[src/rtl/assert_macros.svh]
// ----------------------------------------------------------------------------
// Assertion macros
// Shared concurrent assertion forms; empty bodies when SYNTHESIS is set.
// ----------------------------------------------------------------------------
`ifndef ASSERT_MACROS_SVH
`define ASSERT_MACROS_SVH

`ifndef SYNTHESIS

// Same-cycle implication
`define ASSERT_IMPLY(lbl, clk, rst_n, ante, cons, msg) \
  lbl: assert property (@(posedge clk) disable iff (!rst_n) (ante) |-> (cons)) \
    else $error(msg);

// Next-cycle implication
`define ASSERT_NEXT(lbl, clk, rst_n, ante, cons, msg) \
  lbl: assert property (@(posedge clk) disable iff (!rst_n) (ante) |=> (cons)) \
    else $error(msg);

`else

`define ASSERT_IMPLY(lbl, clk, rst_n, ante, cons, msg)
`define ASSERT_NEXT(lbl, clk, rst_n, ante, cons, msg)

`endif

`endif

[src/rtl/par_pkg.sv]
`timescale 1ns / 1ps
// ----------------------------------------------------------------------------
// par_pkg
// Types, widths, codes and the sine table for the point rotation core.
// ----------------------------------------------------------------------------
package par_pkg;

  // Coordinate and trig formats
  localparam int COORD_BITS     = 16;
  localparam int TRIG_FRAC_BITS = 15;
  localparam int ANGLE_STEPS    = 360;

  // Register widths
  localparam int ANGLE_W    = 10;
  localparam int SCREEN_W   = 12;
  localparam int CENTRE_W   = SCREEN_W - 1;
  localparam int CFG_ADDR_W = 3;
  localparam int CFG_DATA_W = SCREEN_W;

  // Reduced angle 0..359
  localparam int DEG_W = 9;

  // Derived datapath widths
  localparam int DELTA_W = ((COORD_BITS > CENTRE_W + 1) ? COORD_BITS : CENTRE_W + 1) + 1;
  localparam int TRIG_W  = TRIG_FRAC_BITS + 2;
  localparam int PROD_W  = DELTA_W + TRIG_W;
  localparam int SUM_W   = PROD_W + 2;
  localparam int QUOT_W  = SUM_W - TRIG_FRAC_BITS;

  // Table rescale from Q1.15 to the trig format
  localparam int QTAB_FRAC = 15;
  localparam int QTAB_W    = QTAB_FRAC + 2;
  localparam int TRIG_UP   = (TRIG_FRAC_BITS >= QTAB_FRAC) ? TRIG_FRAC_BITS - QTAB_FRAC : 0;
  localparam int TRIG_DN   = (TRIG_FRAC_BITS >= QTAB_FRAC) ? 0 : QTAB_FRAC - TRIG_FRAC_BITS;
  localparam int MAG_W     = QTAB_W + TRIG_UP;
  localparam int QIDX_W    = 7;

  // Degree landmarks
  localparam logic [DEG_W:0] DEG_QUARTER = (DEG_W + 1)'(ANGLE_STEPS / 4);
  localparam logic [DEG_W:0] DEG_HALF    = (DEG_W + 1)'(ANGLE_STEPS / 2);
  localparam logic [DEG_W:0] DEG_3QUART  = (DEG_W + 1)'(3 * ANGLE_STEPS / 4);
  localparam logic [DEG_W:0] DEG_FULL    = (DEG_W + 1)'(ANGLE_STEPS);
  localparam logic signed [ANGLE_W:0] ANGLE_TURN = (ANGLE_W + 1)'(ANGLE_STEPS);

  // Axis selector codes
  typedef enum logic [1:0] {
    FUNC_ROT_X = 2'd0,
    FUNC_ROT_Y = 2'd1,
    FUNC_ROT_Z = 2'd2
  } par_func_t;

  // Configuration register indexes
  typedef enum logic [CFG_ADDR_W-1:0] {
    REG_ANGLE_X  = 3'd0,
    REG_ANGLE_Y  = 3'd1,
    REG_ANGLE_Z  = 3'd2,
    REG_SCREEN_W = 3'd3,
    REG_SCREEN_H = 3'd4
  } par_reg_t;

  // Request payloads
  typedef struct packed {
    logic [1:0]                   func;
    logic signed [COORD_BITS-1:0] in_x;
    logic signed [COORD_BITS-1:0] in_y;
    logic signed [COORD_BITS-1:0] in_z;
    logic                         last_point;
  } par_in_t;

  typedef struct packed {
    logic signed [COORD_BITS-1:0] out_x;
    logic signed [COORD_BITS-1:0] out_y;
    logic signed [COORD_BITS-1:0] out_z;
    logic                         last_point_out;
  } par_out_t;

  // Sine and cosine of one angle
  typedef struct packed {
    logic signed [TRIG_W-1:0] sin_val;
    logic signed [TRIG_W-1:0] cos_val;
  } par_trig_t;

  // First quadrant of round(sin(k deg) * 32768), k = 0..90
  localparam logic [QTAB_W-1:0] QSINE [0:90] = '{
    17'd0,     17'd572,   17'd1144,  17'd1715,  17'd2286,  17'd2856,  17'd3425,
    17'd3993,  17'd4560,  17'd5126,  17'd5690,  17'd6252,  17'd6813,  17'd7371,
    17'd7927,  17'd8481,  17'd9032,  17'd9580,  17'd10126, 17'd10668, 17'd11207,
    17'd11743, 17'd12275, 17'd12803, 17'd13328, 17'd13848, 17'd14365, 17'd14876,
    17'd15384, 17'd15886, 17'd16384, 17'd16877, 17'd17364, 17'd17847, 17'd18324,
    17'd18795, 17'd19261, 17'd19720, 17'd20174, 17'd20622, 17'd21063, 17'd21498,
    17'd21926, 17'd22348, 17'd22763, 17'd23170, 17'd23571, 17'd23965, 17'd24351,
    17'd24730, 17'd25102, 17'd25466, 17'd25822, 17'd26170, 17'd26510, 17'd26842,
    17'd27166, 17'd27482, 17'd27789, 17'd28088, 17'd28378, 17'd28660, 17'd28932,
    17'd29197, 17'd29452, 17'd29698, 17'd29935, 17'd30163, 17'd30382, 17'd30592,
    17'd30792, 17'd30983, 17'd31164, 17'd31336, 17'd31499, 17'd31651, 17'd31795,
    17'd31928, 17'd32052, 17'd32166, 17'd32270, 17'd32365, 17'd32449, 17'd32524,
    17'd32588, 17'd32643, 17'd32688, 17'd32723, 17'd32748, 17'd32763, 17'd32768
  };

  // Sine of a whole-degree angle 0..359 by quadrant folding
  function automatic logic signed [TRIG_W-1:0] sine_lookup(input logic [DEG_W:0] k);
    logic [DEG_W:0]           d;
    logic                     neg;
    logic [MAG_W-1:0]         m;
    logic signed [TRIG_W-1:0] r;
    neg = 1'b0;
    if (k <= DEG_QUARTER) begin
      d = k;
    end else if (k <= DEG_HALF) begin
      d = DEG_HALF - k;
    end else if (k <= DEG_3QUART) begin
      d   = k - DEG_HALF;
      neg = 1'b1;
    end else begin
      d   = DEG_FULL - k;
      neg = 1'b1;
    end
    m = (MAG_W'(QSINE[d[QIDX_W-1:0]]) << TRIG_UP) >> TRIG_DN;
    r = $signed(TRIG_W'(m));
    return neg ? -r : r;
  endfunction

endpackage

[src/rtl/point_axis_rotation_core.sv]
`timescale 1ns / 1ps
// An accepted request passes the stage 1 to stage 5 registers before out_valid.
// Throughput: one point per cycle while out_stall is low; every stage holds its own
//   valid bit and advances when the stage after it is empty or moving, so bubbles close up.
// The deepest path is the 17x17 product stage and the three-term sum stage.
// Reset clears all stage valid bits and the five configuration registers.
// ----------------------------------------------------------------------------
// point_axis_rotation_core
// Five-stage pipeline that rotates one 3D point about a chosen axis around
// the screen centre by a configured whole-degree angle.
// ----------------------------------------------------------------------------
`include "assert_macros.svh"

module point_axis_rotation_core
  import par_pkg::*;
(
  input  logic                  clk,
  input  logic                  rst_n,
  // configuration
  input  logic                  cfg_we,
  input  logic [CFG_ADDR_W-1:0] cfg_addr,
  input  logic [CFG_DATA_W-1:0] cfg_wdata,
  // request in
  input  logic                  in_valid,
  output logic                  in_stall,
  input  par_in_t               in_data,
  // request out
  output logic                  out_valid,
  input  logic                  out_stall,
  output par_out_t              out_data
);

  // Configuration registers
  logic [ANGLE_W-1:0]  angle_x_r;
  logic [ANGLE_W-1:0]  angle_y_r;
  logic [ANGLE_W-1:0]  angle_z_r;
  logic [SCREEN_W-1:0] screen_w_r;
  logic [SCREEN_W-1:0] screen_h_r;

  // Stage valid bits and advance enables
  logic v1_r, v2_r, v3_r, v4_r, v5_r;
  logic rdy1, rdy2, rdy3, rdy4, rdy5;

  // Stage 1: reduced angle and centred operands
  par_in_t                   p1_r;
  logic [DEG_W-1:0]          deg1_r, deg1_nxt;
  logic signed [DELTA_W-1:0] du1_r, du1_nxt;
  logic signed [DELTA_W-1:0] dv1_r, dv1_nxt;
  logic [CENTRE_W-1:0]       cu1_r, cu1_nxt;
  logic [CENTRE_W-1:0]       cv1_r, cv1_nxt;

  // Stage 2: sine and cosine
  par_in_t                   p2_r;
  par_trig_t                 trig2_r, trig2_nxt;
  logic signed [DELTA_W-1:0] du2_r, dv2_r;
  logic [CENTRE_W-1:0]       cu2_r, cv2_r;

  // Stage 3: products
  par_in_t                   p3_r;
  logic signed [PROD_W-1:0]  uc3_r, vs3_r, us3_r, vc3_r;
  logic [CENTRE_W-1:0]       cu3_r, cv3_r;

  // Stage 4: sums
  par_in_t                   p4_r;
  logic signed [SUM_W-1:0]   suma4_r, suma4_nxt;
  logic signed [SUM_W-1:0]   sumb4_r, sumb4_nxt;

  // Stage 5: result
  par_out_t                  out_r, out_nxt;
  logic signed [COORD_BITS-1:0] coord_a, coord_b;

  // Advance a stage when it is empty or the next one takes its request
  assign rdy5      = !v5_r || !out_stall;
  assign rdy4      = !v4_r || rdy5;
  assign rdy3      = !v3_r || rdy4;
  assign rdy2      = !v2_r || rdy3;
  assign rdy1      = !v1_r || rdy2;
  assign in_stall  = !rdy1;
  assign out_valid = v5_r;
  assign out_data  = out_r;

  // Hold configuration and valid bits
  always_ff @(posedge clk) begin
    if (!rst_n) begin
      angle_x_r  <= '0;
      angle_y_r  <= '0;
      angle_z_r  <= '0;
      screen_w_r <= '0;
      screen_h_r <= '0;
      v1_r       <= 1'b0;
      v2_r       <= 1'b0;
      v3_r       <= 1'b0;
      v4_r       <= 1'b0;
      v5_r       <= 1'b0;
    end else begin
      if (cfg_we) begin
        case (cfg_addr)
          REG_ANGLE_X:  angle_x_r  <= cfg_wdata[ANGLE_W-1:0];
          REG_ANGLE_Y:  angle_y_r  <= cfg_wdata[ANGLE_W-1:0];
          REG_ANGLE_Z:  angle_z_r  <= cfg_wdata[ANGLE_W-1:0];
          REG_SCREEN_W: screen_w_r <= cfg_wdata[SCREEN_W-1:0];
          REG_SCREEN_H: screen_h_r <= cfg_wdata[SCREEN_W-1:0];
          default: ;
        endcase
      end
      if (rdy1) v1_r <= in_valid;
      if (rdy2) v2_r <= v1_r;
      if (rdy3) v3_r <= v2_r;
      if (rdy4) v4_r <= v3_r;
      if (rdy5) v5_r <= v4_r;
    end
  end

  // Stage 1: pick the angle, reduce it, and map the point onto a rotation pair
  always_comb begin
    logic [ANGLE_W-1:0]        ang_sel;
    logic signed [ANGLE_W:0]   ang_ext;
    logic signed [ANGLE_W:0]   ang_red;
    logic [CENTRE_W-1:0]       cx;
    logic [CENTRE_W-1:0]       cy;
    logic signed [DELTA_W-1:0] xe;
    logic signed [DELTA_W-1:0] ye;
    logic signed [DELTA_W-1:0] ze;
    logic signed [DELTA_W-1:0] dx;
    logic signed [DELTA_W-1:0] dy;
    case (in_data.func)
      FUNC_ROT_X: ang_sel = angle_x_r;
      FUNC_ROT_Y: ang_sel = angle_y_r;
      default:    ang_sel = angle_z_r;
    endcase
    ang_ext = $signed({ang_sel[ANGLE_W-1], ang_sel});
    if (ang_ext < -ANGLE_TURN) begin
      ang_red = ang_ext + ANGLE_TURN + ANGLE_TURN;
    end else if (ang_ext < 0) begin
      ang_red = ang_ext + ANGLE_TURN;
    end else if (ang_ext >= ANGLE_TURN) begin
      ang_red = ang_ext - ANGLE_TURN;
    end else begin
      ang_red = ang_ext;
    end
    deg1_nxt = ang_red[DEG_W-1:0];

    cx = screen_w_r[SCREEN_W-1:1];
    cy = screen_h_r[SCREEN_W-1:1];
    xe = DELTA_W'(in_data.in_x);
    ye = DELTA_W'(in_data.in_y);
    ze = DELTA_W'(in_data.in_z);
    dx = xe - $signed({{(DELTA_W-CENTRE_W){1'b0}}, cx});
    dy = ye - $signed({{(DELTA_W-CENTRE_W){1'b0}}, cy});

    // u' = du*cos - dv*sin + cu,  v' = du*sin + dv*cos + cv
    case (in_data.func)
      FUNC_ROT_X: begin
        du1_nxt = dy;
        cu1_nxt = cy;
        dv1_nxt = ze;
        cv1_nxt = '0;
      end
      FUNC_ROT_Y: begin
        du1_nxt = ze;
        cu1_nxt = '0;
        dv1_nxt = dx;
        cv1_nxt = cx;
      end
      default: begin
        du1_nxt = dx;
        cu1_nxt = cx;
        dv1_nxt = dy;
        cv1_nxt = cy;
      end
    endcase
  end

  // Stage 2: table lookup
  par_trig u_trig (
    .deg  (deg1_r),
    .trig (trig2_nxt)
  );

  // Stage 4: combine products with the centre
  always_comb begin
    suma4_nxt = SUM_W'(uc3_r) - SUM_W'(vs3_r) + $signed(SUM_W'(cu3_r) << TRIG_FRAC_BITS);
    sumb4_nxt = SUM_W'(us3_r) + SUM_W'(vc3_r) + $signed(SUM_W'(cv3_r) << TRIG_FRAC_BITS);
  end

  // Stage 5: truncate, saturate and route back to the axes
  par_round_sat u_round_a (
    .sum   (suma4_r),
    .coord (coord_a)
  );

  par_round_sat u_round_b (
    .sum   (sumb4_r),
    .coord (coord_b)
  );

  always_comb begin
    out_nxt.out_x          = p4_r.in_x;
    out_nxt.out_y          = p4_r.in_y;
    out_nxt.out_z          = p4_r.in_z;
    out_nxt.last_point_out = p4_r.last_point;
    case (p4_r.func)
      FUNC_ROT_X: begin
        out_nxt.out_y = coord_a;
        out_nxt.out_z = coord_b;
      end
      FUNC_ROT_Y: begin
        out_nxt.out_z = coord_a;
        out_nxt.out_x = coord_b;
      end
      FUNC_ROT_Z: begin
        out_nxt.out_x = coord_a;
        out_nxt.out_y = coord_b;
      end
      default: ;
    endcase
  end

  // Advance stage payloads; hold them while stalled
  always_ff @(posedge clk) begin
    if (rdy1) begin
      p1_r   <= in_data;
      deg1_r <= deg1_nxt;
      du1_r  <= du1_nxt;
      dv1_r  <= dv1_nxt;
      cu1_r  <= cu1_nxt;
      cv1_r  <= cv1_nxt;
    end
    if (rdy2) begin
      p2_r    <= p1_r;
      trig2_r <= trig2_nxt;
      du2_r   <= du1_r;
      dv2_r   <= dv1_r;
      cu2_r   <= cu1_r;
      cv2_r   <= cv1_r;
    end
    if (rdy3) begin
      p3_r  <= p2_r;
      uc3_r <= du2_r * trig2_r.cos_val;
      vs3_r <= dv2_r * trig2_r.sin_val;
      us3_r <= du2_r * trig2_r.sin_val;
      vc3_r <= dv2_r * trig2_r.cos_val;
      cu3_r <= cu2_r;
      cv3_r <= cv2_r;
    end
    if (rdy4) begin
      p4_r    <= p3_r;
      suma4_r <= suma4_nxt;
      sumb4_r <= sumb4_nxt;
    end
    if (rdy5) begin
      out_r <= out_nxt;
    end
  end

  // Input stalls only when every stage holds a request
  `ASSERT_IMPLY(a_stall_full, clk, rst_n, in_stall,
                v1_r && v2_r && v3_r && v4_r && v5_r, "input stalled with a free stage")
  // A blocked stage keeps its request
  `ASSERT_NEXT(a_stage1_hold, clk, rst_n, v1_r && !rdy2,
               v1_r && $stable(p1_r), "stage 1 request lost while blocked")
  // A request leaving stage 4 always lands in the output register
  `ASSERT_NEXT(a_stage4_move, clk, rst_n, v4_r && rdy5, v5_r, "request dropped at output")
  // The rotation axis coordinate passes through untouched
  `ASSERT_NEXT(a_axis_pass, clk, rst_n, v4_r && rdy5 && (p4_r.func == FUNC_ROT_Y),
               out_data.out_y == $past(p4_r.in_y), "axis coordinate altered")

endmodule

[src/rtl/par_trig.sv]
`timescale 1ns / 1ps
// ----------------------------------------------------------------------------
// par_trig
// Sine and cosine of a reduced whole-degree angle from the quarter table.
// ----------------------------------------------------------------------------
module par_trig
  import par_pkg::*;
(
  input  logic [DEG_W-1:0] deg,
  output par_trig_t        trig
);

  logic [DEG_W:0] deg_ext;
  logic [DEG_W:0] deg_plus;
  logic [DEG_W:0] deg_cos;

  // Shift by a quarter turn for the cosine, wrap at a full turn
  always_comb begin
    deg_ext  = {1'b0, deg};
    deg_plus = deg_ext + DEG_QUARTER;
    deg_cos  = (deg_plus >= DEG_FULL) ? deg_plus - DEG_FULL : deg_plus;
  end

  assign trig.sin_val = sine_lookup(deg_ext);
  assign trig.cos_val = sine_lookup(deg_cos);

endmodule

[src/rtl/par_round_sat.sv]
`timescale 1ns / 1ps
// ----------------------------------------------------------------------------
// par_round_sat
// Truncate a fixed-point sum toward zero and saturate to the coordinate range.
// ----------------------------------------------------------------------------
module par_round_sat
  import par_pkg::*;
(
  input  logic signed [SUM_W-1:0]      sum,
  output logic signed [COORD_BITS-1:0] coord
);

  localparam logic [SUM_W-1:0] TRUNC_BIAS =
    {{(SUM_W-TRIG_FRAC_BITS){1'b0}}, {TRIG_FRAC_BITS{1'b1}}};
  localparam logic signed [QUOT_W-1:0] Q_MAX =
    {{(QUOT_W-COORD_BITS+1){1'b0}}, {(COORD_BITS-1){1'b1}}};
  localparam logic signed [QUOT_W-1:0] Q_MIN =
    {{(QUOT_W-COORD_BITS+1){1'b1}}, {(COORD_BITS-1){1'b0}}};

  logic signed [SUM_W-1:0]  biased;
  logic signed [QUOT_W-1:0] quot;

  // Bias negative sums so the shift rounds toward zero, then clamp
  always_comb begin
    biased = sum + $signed(sum[SUM_W-1] ? TRUNC_BIAS : '0);
    quot   = $signed(biased[SUM_W-1:TRIG_FRAC_BITS]);
    if (quot > Q_MAX) begin
      coord = Q_MAX[COORD_BITS-1:0];
    end else if (quot < Q_MIN) begin
      coord = Q_MIN[COORD_BITS-1:0];
    end else begin
      coord = quot[COORD_BITS-1:0];
    end
  end

endmodule
[config.mk]
export PLATFORM = sky130hd
export DESIGN_NAME = point_axis_rotation_core
export DESIGN_NICKNAME = d
export VERILOG_FILES = /design/src/rtl/par_pkg.sv /design/src/rtl/point_axis_rotation_core.sv /design/src/rtl/par_trig.sv /design/src/rtl/par_round_sat.sv
export VERILOG_INCLUDE_DIRS = /design/src /design/src/rtl
export SDC_FILE = /design/constraint.sdc
export NUM_CORES = 2
export LEC_CHECK = 0
export ABC_AREA = 1
export ABC_CLOCK_PERIOD_IN_PS = 14030
export BUFFER_PORTS_ARGS = -buffer_cell sky130_fd_sc_hd__buf_4
export CORE_ASPECT_RATIO = 0.9
export CORE_MARGIN = 8
export CORE_UTILIZATION = 44
export DETAILED_ROUTE_END_ITERATION = 7
export SYNTH_ARGS = -nofsm -noshare
export SYNTH_HDL_FRONTEND = slang
export SYNTH_HIERARCHICAL = 1
export SYNTH_SLANG_ARGS = --single-unit
[constraint.sdc]
create_clock -name clk -period 14.03 [get_ports clk]
set_input_delay 0.7015 -clock clk [delete_from_list [all_inputs] [get_ports clk]]
set_output_delay 0.7015 -clock clk [all_outputs]
set_load 0.005 [all_outputs]
* Word level (Yosys, flattened, before mapping)
Memories as Yosys holds them, arrays and structs flattened.
Index checks and enable logic that the tools add are counted.
** Storage, ports and cells
- Input port bits :: 71
- Flip-flop bits (word level) :: 697
- Memories kept :: 2
- ROM bits :: 4352
- Bits in writable memories :: 0
- Bits in latches :: 0
- Output and inout bits :: 51
- Word-level logic and storage cells :: 159
** Operators by class
- Add/subtract/negate cells :: 21
- Divide/modulo/power cells :: 0
- Equality and inequality tests :: 7
- Shift operators :: 0
- Multiply operators :: 4
- Bitwise logic cells :: 2
- $lt $le $gt $ge :: 16
- Multiplexer cells :: 34
- Reductions and logical operators :: 20
** Memory list
- (name not given) :: words 128, width 17, rd ports 1, clocked after Yosys merged registers in 0, write ports 0, RTL line par_pkg.sv:118 : m = (MAG_W'(QSINE[d[QIDX_W-1:0]]) << TRIG_UP) >> TRIG_DN;
- (name not given) :: words 128, width 17, rd ports 1, clocked after Yosys merged registers in 0, write ports 0, RTL line par_pkg.sv:118
** Operator list (number)
- $mul 17x17->34 :: 4
- $mux 17 :: 6
- $pmux 16 s2 :: 3
- $add 35x27->36 :: 2
- $add 36x36->36 :: 2
- $pmux 17 s2 :: 2
- $mux 16 :: 4
- $pmux 11 s2 :: 2
- $gt 21x16->1 const B :: 2
- $lt 21x16->1 const B :: 2
- $mux 7 :: 6
- $add 34x34->35 :: 1
- $sub 34x34->35 :: 1
- $neg 17->17 :: 2
- $sub 16x12->17 :: 2
- $mux 15 :: 2
- $mux 9 :: 3
- $pmux 10 s2 :: 1
- $add 9x9->9 const B :: 2
- $ge 8x8->1 const B :: 2
- $not 7->8 :: 2
- $sub 6x7->7 const A :: 2
- $sub 7x6->7 const B :: 2
- $sub 7x7->7 const A :: 2
- other kinds (25) :: 45

* Longest topological paths before layout
- Depth in word-level cells :: 13
- Gate-level depth with buffers :: 44
- Gate-level depth less buffers :: 43

* Modules after synthesis
The synthesis kept the hierarchy.
** By module, submodules not included
- point_axis_rotation_core :: cells an instance 8256, times used 1, seq. area each 20299.5 um^2, area an instance 75692.6 um^2
- par_trig :: cells an instance 1148, times used 1, seq. area each 0.0 um^2, area an instance 5990.7 um^2
- par_round_sat :: cells an instance 297, times used 2, seq. area each 0.0 um^2, area an instance 1431.4 um^2

* Worst setup path after synthesis
OpenSTA, ideal clock, no wires.
- Path type :: input port to flip-flop
- Start :: in out_stall
- End :: reg cu1_r[0], enable pin
- Data required time :: 13561 ps
- Slack :: -669 ps
- Buffers on the path :: 0
- Library setup time :: 469 ps
- Data arrival time :: 14230 ps
- Stages :: 9
- Cells stage by stage :: nand2_1 nor2_1 inv_1 nor2_1 inv_1 nor2_1 inv_1 nor2_1 inv_1
** On the way
- Cells in the longest elaborated chain, start to end :: 6
** RTL lines
- start, declared :: RTL line point_axis_rotation_core.sv:29 : input logic out_stall,
- $logic_not 1->1 :: RTL line point_axis_rotation_core.sv:73 : assign rdy5 = !v5_r || !out_stall;
- $logic_or 1x1->1 :: RTL line point_axis_rotation_core.sv:73
- $logic_or 1x1->1 :: RTL line point_axis_rotation_core.sv:74 : assign rdy4 = !v4_r || rdy5;
- via rdy4 :: RTL line point_axis_rotation_core.sv:42 : logic rdy1, rdy2, rdy3, rdy4, rdy5;
- $logic_or 1x1->1 :: RTL line point_axis_rotation_core.sv:75 : assign rdy3 = !v3_r || rdy4;
- via rdy3 :: RTL line point_axis_rotation_core.sv:42
- $logic_or 1x1->1 :: RTL line point_axis_rotation_core.sv:76 : assign rdy2 = !v2_r || rdy3;
- via rdy2 :: RTL line point_axis_rotation_core.sv:42
- $logic_or 1x1->1 :: RTL line point_axis_rotation_core.sv:77 : assign rdy1 = !v1_r || rdy2;
- end signal, assigned :: RTL line point_axis_rotation_core.sv:226 : cu1_r <= cu1_nxt;
- end, declared :: RTL line point_axis_rotation_core.sv:49 : logic [CENTRE_W-1:0] cu1_r, cu1_nxt;
The timed path passes the listed nets, and every way through them passes these cells.
A chain may end at the register's enable or synchronous reset.

* Worst setup path in the final report
- Start :: reg trig2_r[33] in the netlist's numbering
- End :: reg us3_r[26] (data pin)
** On the way
- Cells in the longest elaborated chain, start to end :: 1
** RTL lines
- start, declared :: RTL line point_axis_rotation_core.sv:54 : par_trig_t trig2_r, trig2_nxt;
- start signal, assigned :: RTL line point_axis_rotation_core.sv:231 : trig2_r <= trig2_nxt;
- $mul 17x17->34 :: RTL line point_axis_rotation_core.sv:241 : us3_r <= du2_r * trig2_r.sin_val;
- end signal, assigned :: RTL line point_axis_rotation_core.sv:241
- end, declared :: RTL line point_axis_rotation_core.sv:60 : logic signed [PROD_W-1:0] uc3_r, vs3_r, us3_r, vc3_r;
No other way between the ends.

==> out/qor.yml <==
routing:
  wire_per_inst_microns: 21.2
  dr.first_iter.drc_count: 5878
  wl_mm: 266
  viasPerCell: 5.28
  drc_errors: 0
  routed-via-count: 66100
  ant_nets: 0
  drt_pass1_iterations: 6
timing:
  slew_headroom: 0.175
  slew_viol_final: 0
  hold_ws_ns: 0.189
  hold_viol: 0
  fmax_mhz: 137
  final.period_utilization: 0.520
  fin_skew_ns: 0.0530
  finalSetupViolations: 0
  timing.setup.tns_ns: 0
  rsz0062_at_grt: "false"
  layout_min_cycle_time_ns: 7.29
  worst_pin_slew_ns: 1.23
clocking:
  cts_sinks: 695
  cts_tree: "done"
  cts_setup_buffers: 0
  cts_buffers: 80
  htreeDepth: 3
  clock_latency_ns: 0.72
  clk_root_buffer_cell: "clkbuf_16"
  cts_hold_buffers: 0
  clkTransAtPathRegs_ns: 0.06
  ctsResizeCount: 0
  cts_buffer_depth: 3
global_routing:
  grt_remaining_overflow: 0
  track_usage: 0.254
  grt_max_degree: 125
  antenna_found_initial: 13
  grt_pass1_vias: 67600
  grt_pass1_wl_mm: 406
min_path:
  hp-class: "in -> reg"
place:
  place_congestion: 0.982
  dpl.hpwl_mm: 206
  dp_cells: 12400
  port_buffers: 121
synth:
  synth_xor_area_frac: 0.0269
  ys_types: 71
  yosysWarnings: 6
  synthMuxAreaShare: 0
  yosysTopAreaCell: "fa_1"
  yosys.area_share.adder: 0.369
  yosys.area.top_type_share: 0.287
  syn-cell-area_sq_um: 84500
  avgSynthCellArea_sq_um: 8.46
  synth_area_leaders: "fa_1, edfxtp_1, nand2_1"
  synth_edf_count: 638
  async_flop_share: 0
  ys_ff_latch: 695
  ys.flop_type: "edfxtp_1"
  synth-simple-area-share: 0.176
  synth-compound-area-share: 0.0624
  syn_nets: 11800
  seq_area_frac_synth: 0.240
  synth_top_family_by_area: "adder cells"
  synthesis.instances: 9998
floorplanning:
  die_h_microns: 432
  start_util: 0.443
  die-area_sq_um: 206000
  die_w_microns: 478
  fp.coreArea_sq_um: 191000
  ioPinCount: 122
  core.rowCount: 152
setup_path:
  arrival_ns: 7.72
  crit_type: "reg -> reg"
  cp-end-kind: "flip-flop"
  cp.required_ns: 14.45
  start_kind: "flip-flop"
  crit_fanout: 16
finish:
  finalNetCount: 11800
  fin_util: 0.474
  most-common-layout-cells: "nand2_1, inv_1, fa_1"
  final_cells: 12500
  layout_commonest_cell: "nand2_1"
  area_growth_pct: 6.93
  fillCellCount: 18300
  drive_gt1_frac: 0.0503
outcome:
  status: "complete, no violations"
run:
  cap_viol_max_count: 0
-- through the flow --
step / setup WS (ns) / cell area [sq um]
after floorplan: 1.05 / 84500
after global placement: 6.80 / 87700
after detailed placement: 6.79 / 87700
after CTS: 6.78 / 90400
after global routing: 6.48 / 90400
final: 6.74 / 90400
-- layer usage --
| layer | vias to the layer above | global-route usage | share of wire |
|---|---|---|---|
| met5 | - | 0 | 0.00020 |
| met1 | 32900 | 0.348 | 0.43 |
| met3 | 444 | 0.0449 | 0.079 |
| met2 | 2506 | 0.410 | 0.46 |
| met4 | 6 | 0.0862 | 0.038 |
| li1 | 30200 | - | - |
-- registers in the layout, summed over array words and instances (netlist names), 36 cells and up --
signal,cells
p1_r,51
p2_r,51
p3_r,51
p4_r,50
out_data,49
suma4_r,36
sumb4_r,36
-- cell families after synthesis --
logic type,after synthesis
xor+xnor,257
flops,695
buf+inv,2775
fa+ha+maj,1766
compound gates,914
simple gates,3591
-- Yosys cell counts (63+ instances only) --
library cell	n
nand4_1	63
ha_1	555
nand2_1	2413
o21ai_0	287
nor2_1	507
a21oi_1	328
inv_1	2370
nand3_1	402
edfxtp_1	638
xor2_1	172
clkbuf_1	319
xnor2_1	82
fa_1	1211
-- worst paths after layout --
path | start | end | slack [ns] | cells past startpoint
worst max-delay path | trig2_r[33] | us3_r[26] | 6.74 | 18
worst min register to register | cv1_r[10] | cv2_r[10] | 0.39 | 0
worst min-delay path | in_data[0] | p1_r[0] | 0.19 | 1
worst max register to register | trig2_r[33] | us3_r[26] | 6.74 | 18
-- cell type report --
| type | instances | area (sq um) | share of cell area |
|---|---|---|---|
| flip-flops and latches | 695 | 20300 | 0.225 |
| diodes | 1 | 2.50 | 0.0000277 |
| clock buffers | 99 | 2130 | 0.0235 |
| inverters | 2395 | 9010 | 0.0997 |
| well taps | 2541 | 3180 | 0.0352 |
| repair buffers | 214 | 1620 | 0.0179 |
| clock inverters | 48 | 537 | 0.00594 |
| multi-input cells | 6528 | 53600 | 0.593 |
-- worst max-delay path, stage by stage, from the launching register on --
cell	delay [ns]
edfxtp_1	0.76
clkinv_1	0.89
or2_2	0.60
fa_1	0.54
fa_1	0.44
fa_1	0.47
fa_1	0.53
fa_1	0.43
fa_1	0.49
inv_1	0.04
ha_1	0.37
nand2_1	0.13
inv_1	0.07
nand2_1	0.06
nor3_1	0.39
nand4_1	0.19
nand3_1	0.28
a21oi_1	0.15
xnor2_1	0.17
Power is left out: the tool's default activity adds up to more than one toggle a clock period on the data nets, which glitch-free logic cannot reach.
